**config.mk**
```make
export PLATFORM = sky130hd
export DESIGN_NAME = setr_ctrl
export DESIGN_NICKNAME = d
export VERILOG_FILES = /design/src/rtl/core/setr_pkg.sv /design/src/rtl/core/setr_ctrl.sv
export SDC_FILE = /design/constraint.sdc
export NUM_CORES = 1
export LEC_CHECK = 0
export BUFFER_PORTS_ARGS = -buffer_cell sky130_fd_sc_hd__buf_2
export CAP_MARGIN = 10
export CORE_AREA = 2 2 39 41
export DETAILED_ROUTE_END_ITERATION = 10
export DIE_AREA = 0 0 41 43
export GPL_ROUTABILITY_DRIVEN = 0
export SLEW_MARGIN = 20
export SYNTH_ARGS = -nofsm -noshare
export SYNTH_HDL_FRONTEND = slang
export SYNTH_SLANG_ARGS = --single-unit
```
**constraint.sdc**
```tcl
create_clock -name clk_i -period 2 [get_ports clk_i]
set_clock_uncertainty 0.05 [all_clocks]
set_input_delay 0.4 -clock clk_i [delete_from_list [all_inputs] [get_ports clk_i]]
set_output_delay 0.4 -clock clk_i [all_outputs]
set_load 0.005 [all_outputs]
```
**src/rtl/core/setr_pkg.sv**
```systemverilog
package setr_pkg;

  localparam int unsigned EventDepth = 64;
  localparam int unsigned IdxW       = $clog2(EventDepth);
  localparam int unsigned SeqW       = 32;
  localparam int unsigned WordW      = 32;
  localparam int unsigned EntryW     = 5 * WordW;

  localparam logic [WordW-1:0] FaultMask = (WordW'(1) << 11) | (WordW'(1) << 10);
  localparam logic [WordW-1:0] StopFlag  = WordW'(1) << 31;
  localparam logic [SeqW-1:0]  DepthSeq  = SeqW'(EventDepth);

  typedef enum logic [1:0] {
    CMD_RECORD = 2'd0,
    CMD_READ   = 2'd1,
    CMD_STATUS = 2'd2,
    CMD_NONE   = 2'd3
  } setr_cmd_e;

  typedef struct packed {
    logic [1:0]       cmd;
    logic [WordW-1:0] event_code;
    logic [WordW-1:0] arg0;
    logic [WordW-1:0] arg1;
    logic [WordW-1:0] arg2;
    logic [WordW-1:0] now_ms;
    logic [SeqW-1:0]  query_seq;
    logic [WordW-1:0] lcd_ctrl;
    logic [WordW-1:0] lcd_ctrl1;
    logic [WordW-1:0] lcd_debug;
  } setr_in_t;

  typedef struct packed {
    logic             found;
    logic [SeqW-1:0]  out_seq;
    logic [WordW-1:0] out_time;
    logic [WordW-1:0] out_code;
    logic [WordW-1:0] out_v0;
    logic [WordW-1:0] out_v1;
    logic [WordW-1:0] out_v2;
    logic [SeqW-1:0]  oldest_seq;
    logic [SeqW-1:0]  newest_next;
    logic             recorded;
  } setr_out_t;

  // controller to datapath
  typedef struct packed {
    logic load;
    logic exec;
  } setr_ctl_t;

  function automatic logic [SeqW-1:0] oldest_of(logic [SeqW-1:0] seq);
    return (seq > DepthSeq) ? seq - DepthSeq : '0;
  endfunction

endpackage

```
**src/rtl/core/setr_ctrl.sv**
```systemverilog
module setr_ctrl (
  input  logic               clk_i,
  input  logic               rst_ni,
  input  logic               start,
  output logic               busy,
  output logic               done_o,
  output setr_pkg::setr_ctl_t ctl_o
);
  import setr_pkg::*;

  typedef enum logic [2:0] {
    ST_IDLE = 3'b001,
    ST_EXEC = 3'b010,
    ST_RESP = 3'b100
  } state_e;

  state_e state_q, state_d;
  logic   accept;

  assign busy   = (state_q == ST_EXEC);
  assign accept = start && !busy;
  assign done_o = (state_q == ST_RESP);

  always_comb begin
    state_d = state_q;
    case (state_q)
      ST_IDLE: begin
        if (accept) state_d = ST_EXEC;
      end
      ST_EXEC: begin
        state_d = ST_RESP;
      end
      ST_RESP: begin
        // a new beat may be taken while the result is shown
        state_d = accept ? ST_EXEC : ST_IDLE;
      end
      default: begin
        state_d = ST_IDLE;
      end
    endcase
  end

  assign ctl_o.load = accept;
  assign ctl_o.exec = (state_q == ST_EXEC);

  always_ff @(posedge clk_i or negedge rst_ni) begin
    if (!rst_ni) begin
      state_q <= ST_IDLE;
    end else begin
      state_q <= state_d;
    end
  end

endmodule

```
# == Word-level counts from Yosys, hierarchy flattened ==
# Cells that the tools add are included.
# totals
out_inout_bits,4
reg_bits,3
wordCells,10
input_bits,3
# classes
eq_ne,4
n_mux,3
n_reduce_logical,2
# ops
cell,n
3-bit one-hot mux with 3 select lines,1
3-bit by 1-bit equality test with 1-bit output (second input constant),1
3-bit by 2-bit equality test with 1-bit output (second input constant),1
3-bit equality test (second input constant),1
3-bit 2-to-1 mux,1
2-bit 2-to-1 mux,1
2-bit != test (second input constant),1
1-bit logical AND,1
1-bit zero test,1

# == Longest topological paths before layout ==
# depth
depth_word,5
depth_mapped,3
depth_no_buf,2

# == Worst setup path after synthesis ==
# Ideal clock, no wire load.
# synth_path
kind,flip-flop to output port
startpoint,register state_q[2]
endpoint,output port ctl_o[1] (netlist name)
arrival_time_ns,0.906
path_slack_ns,0.644
path_buffers,1
stages_incl_launch_ff,4
cell_sequence,dfrtp_1 -> nor3b_2 -> nor2b_1 -> buf_4
# synth_via
elab_chain_cells,3
# synth_rtl
element,line,rtl
"start, declared",setr_ctrl.sv:17,"state_e state_q, state_d;"
"start signal, assigned",setr_ctrl.sv:50,state_q <= state_d;
3-bit by 2-bit equality test with 1-bit output,setr_ctrl.sv:20,assign busy = (state_q == ST_EXEC);
via busy,setr_ctrl.sv:5,"output logic busy,"
1-bit zero test,setr_ctrl.sv:21,assign accept = start && !busy;
1-bit logical AND,setr_ctrl.sv:21,
"end, declared",setr_ctrl.sv:7,output setr_pkg::setr_ctl_t ctl_o
# The timed path passes the listed nets, and every way through them passes these cells.

==> impl_metrics.prom <==
# TYPE chip_impl_metric gauge
chip_impl_metric{name="num_io_pins",unit=""} 7
chip_impl_info{name="synth_area_leaders",value="sky130_fd_sc_hd__dfrtp_1 (28%), sky130_fd_sc_hd__dfstp_2 (14%), sky130_fd_sc_hd__nor3b_2 (14%)"} 1
chip_impl_info{name="commonest_non_fill_non_tap_cell_in_the_layout",value="sky130_fd_sc_hd__buf_2"} 1
chip_impl_info{name="timing.critical_path.cells",value="nor3b_2, nor2b_1, buf_2"} 1
chip_impl_metric{name="cts_htree_levels",unit=""} 1
chip_impl_metric{name="fin_ws",unit="ps"} 352
chip_impl_metric{name="post-route-drc-count",unit=""} 0
chip_impl_metric{name="synth_cell_types",unit=""} 10
chip_impl_metric{name="min_period_over_period",unit=""} 0.824
chip_impl_metric{name="instance_area_after_placement",unit="um^2"} 216
chip_impl_metric{name="first_pass_detailed_route_iteration_total",unit=""} 2
chip_impl_metric{name="timing_max_transition_violations_final",unit=""} 0
chip_impl_metric{name="holdWs",unit="ps"} 406
chip_impl_metric{name="grt_remaining_overflow",unit=""} 0
chip_impl_metric{name="critical_path_arrival",unit="ps"} 1200
chip_impl_info{name="rsz_0062_raised_after_global_routing",value="no"} 1
chip_impl_info{name="outcome",value="completed"} 1
chip_impl_info{name="tritoncts",value="done"} 1
chip_impl_info{name="hp-start",value="start"} 1
chip_impl_metric{name="timing_worst_slew_pin_value",unit="ps"} 312
chip_impl_metric{name="max-slew-margin-rel",unit=""} 0.791
chip_impl_metric{name="layout.nets",unit=""} 27
chip_impl_metric{name="timing.final.crit_period",unit="ps"} 1650
chip_impl_info{name="clockRootBuffer",value="sky130_fd_sc_hd__clkbuf_4"} 1
chip_impl_metric{name="post-layout-total-power",unit="mW"} 0.320
chip_impl_metric{name="synth_xor_area_frac",unit=""} 0.0483
chip_impl_metric{name="clock_latency",unit="ps"} 230
chip_impl_metric{name="final-hold-violation-count",unit=""} 0
chip_impl_metric{name="ys_warn_count",unit=""} 0
chip_impl_info{name="worst_path_max_delay_cell",value="sky130_fd_sc_hd__dfrtp_1"} 1
chip_impl_metric{name="largest_register_ff_count",unit=""} 3
chip_impl_metric{name="diodes",unit=""} 0
chip_impl_metric{name="grt_start_max_net_pins",unit=""} 7
chip_impl_metric{name="grt_antenna_before_repair",unit=""} 0
chip_impl_metric{name="grt_pass1_vias",unit=""} 142
chip_impl_info{name="setup.worst_path.start",value="state_q[2]$_DFFE_PN0P_"} 1
chip_impl_metric{name="grt_pass1_wl",unit="um"} 641
chip_impl_metric{name="final-setup-viol-count",unit=""} 0
chip_impl_metric{name="power_density",unit="nW/um^2"} 1270
chip_impl_metric{name="pleak",unit="nW"} 0.110
chip_impl_metric{name="clock_edge_transition_at_the_registers_on_the_reported_setup_and_hold_paths",unit="ps"} 40
chip_impl_metric{name="largest_incremental_delay_on_the_critical_path",unit="ps"} 440
chip_impl_metric{name="clock_sinks",unit=""} 3
chip_impl_metric{name="layout.cells.non_filler",unit=""} 39
chip_impl_metric{name="finish.utilization",unit=""} 0.183
chip_impl_info{name="layout_common_cells",value="sky130_fd_sc_hd__buf_2 (6), sky130_fd_sc_hd__clkbuf_4 (3), sky130_fd_sc_hd__nor3b_1 (2), sky130_fd_sc_hd__nor3b_2 (2), sky130_fd_sc_hd__dfrtp_1 (2)"} 1
chip_impl_metric{name="number_of_port_buffers",unit=""} 6
chip_impl_metric{name="syn-num-nets",unit=""} 17
chip_impl_info{name="dominant_combinational_cell_family_by_area_after_synthesis",value="simple AND/OR/NAND/NOR gates"} 1
chip_impl_info{name="crit_path_start_kind",value="register"} 1
chip_impl_info{name="hold_path_class",value="input port to register"} 1
chip_impl_metric{name="timing.reg2reg.worst_path_depth",unit=""} 2
chip_impl_metric{name="numCtsBuffers",unit=""} 3
chip_impl_metric{name="post_route_cells_drive_above_1_share",unit=""} 0.609
chip_impl_metric{name="netlist_area",unit="um^2"} 181
chip_impl_metric{name="worst_ep_required_time",unit="ps"} 1550
chip_impl_metric{name="synth.top_cell.area_share",unit=""} 0.276
chip_impl_metric{name="final_design_area_no_fill",unit="um^2"} 253
chip_impl_metric{name="synth-seq-cells",unit=""} 3
chip_impl_info{name="cell_type_with_the_highest_aggregate_area_in_the_netlist",value="sky130_fd_sc_hd__dfrtp_1"} 1
chip_impl_info{name="worst-setup-path-type",value="register to output pin"} 1
chip_impl_metric{name="route.vias.total",unit=""} 136
chip_impl_metric{name="cts_resized",unit=""} 0
chip_impl_metric{name="vias_per_cell",unit=""} 3.49
chip_impl_metric{name="postCtsSetupBuffers",unit=""} 0
chip_impl_metric{name="worst_reg2reg_setup_slack",unit="ps"} 940
chip_impl_metric{name="synth.area.mux_share",unit=""} 0
chip_impl_metric{name="routed_wl",unit="um"} 365
chip_impl_metric{name="cap_violations",unit=""} 0
chip_impl_metric{name="num_rows",unit=""} 14
chip_impl_metric{name="n_fill_cell",unit=""} 154
chip_impl_metric{name="die_w",unit="um"} 41
chip_impl_metric{name="vdd.ir_drop.worst",unit="mV"} 0.371
chip_impl_metric{name="area_growth_syn_to_layout",unit="%"} 39.3
chip_impl_metric{name="fp.dieArea",unit="um^2"} 1760
chip_impl_metric{name="holdPathStages",unit=""} 2
chip_impl_metric{name="clk_path_buf_depth",unit=""} 2
chip_impl_metric{name="tns",unit="ps"} 0
chip_impl_metric{name="synthAdderAreaFrac",unit=""} 0
chip_impl_info{name="top_register",value="state_q"} 1
chip_impl_metric{name="placeableCoreArea",unit="um^2"} 1380
chip_impl_metric{name="dpl.cell_count",unit=""} 34
chip_impl_metric{name="fraction_of_the_mapped_netlist_area_in_compound_gates",unit=""} 0
chip_impl_metric{name="syn_inst",unit=""} 14
chip_impl_metric{name="global_route.usage.total",unit=""} 0.0624
chip_impl_info{name="top_regs",value="state_q x3"} 1
chip_impl_metric{name="drt_iter0_markers",unit=""} 1
chip_impl_info{name="critPathCaptureType",value="output pin"} 1
chip_impl_metric{name="avgSynthCellArea",unit="um^2"} 13.0
chip_impl_metric{name="fmaxAchievable",unit="MHz"} 607
chip_impl_metric{name="ant_nets",unit=""} 0
chip_impl_metric{name="detail_routed_net_length_per_standard_cell",unit="um"} 9.36
chip_impl_metric{name="dp_worst_setup_slack",unit="ps"} 604
chip_impl_metric{name="sequential_area_share_after_synthesis",unit=""} 0.421
chip_impl_metric{name="start_util",unit=""} 0.131
chip_impl_metric{name="critPathMaxFanout",unit=""} 6
chip_impl_metric{name="synth_simple_gate_area_share",unit=""} 0.448
chip_impl_metric{name="die_y",unit="um"} 43
chip_impl_info{name="r2r_start",value="state_q[0]$_DFFE_PN1P_"} 1
-- final timing paths --
path / end
setup / recovery: ctl_o[1]
hold / removal: state_q[1]$_DFFE_PN0P_
setup reg to reg: state_q[0]$_DFFE_PN1P_
hold reg to reg: state_q[1]$_DFFE_PN0P_
max in group asynchronous: state_q[0]$_DFFE_PN1P_
min in group asynchronous: state_q[2]$_DFFE_PN0P_
-- synthesized netlist by cell type (all sizes together) --
cell type,n
and4bb,2
nor3b,4
nor3,1
dfrtp,2
buf,2
xnor2,1
nor2b,1
dfstp,1
-- cell type report --
cell class,instances,area (um^2),area share
clock buffer,4,26.3,0.104
multi-input combinational,9,90.1,0.356
tap,16,20.0,0.0792
timing repair buffer,7,40.0,0.158
sequential,3,76.3,0.302
-- metal layers --
layer / global-route usage / part of all wire / wire (um) / vias up
met5: 0 / 0 / 0 / -
li1: - / - / - / 67
met1: 0.0744 / 0.56 / 204 / 62
met2: 0.0563 / 0.35 / 127 / 7
met3: 0.0471 / 0.093 / 34 / 0
met4: 0.0800 / 0 / 0 / 0
-- cell families (layout without fill, tap and decap cells) --
| family | count (synthesis) | in the layout |
|---|---|---|
| XOR/XNOR | 1 | 1 |
| buffers and inverters | 2 | 11 |
| flip-flops | 3 | 3 |
| AND/OR/NAND/NOR | 8 | 8 |
-- worst max-delay path, delay by kind of cell, from the launching register on --
kind | cells | cell delay (ps)
buf+inv | 1 | 130
flops | 1 | 440
simple gates | 2 | 390
-- timing repair --
| action | CTS | global route |
|---|---|---|
| hold endpoints to repair | 2 | 0 |
| setup endpoints to repair | 0 | 0 |
| hold buffers | 1 | 0 |
-- power breakdown --
group	switching, mW	internal (mW)	leakage (nW)
Clock	0.0318	0.0748	0.0150
Combinational	0.0301	0.0563	0.0579
Sequential	0.0367	0.0901	0.0371
(Power assumes the default switching activity.)
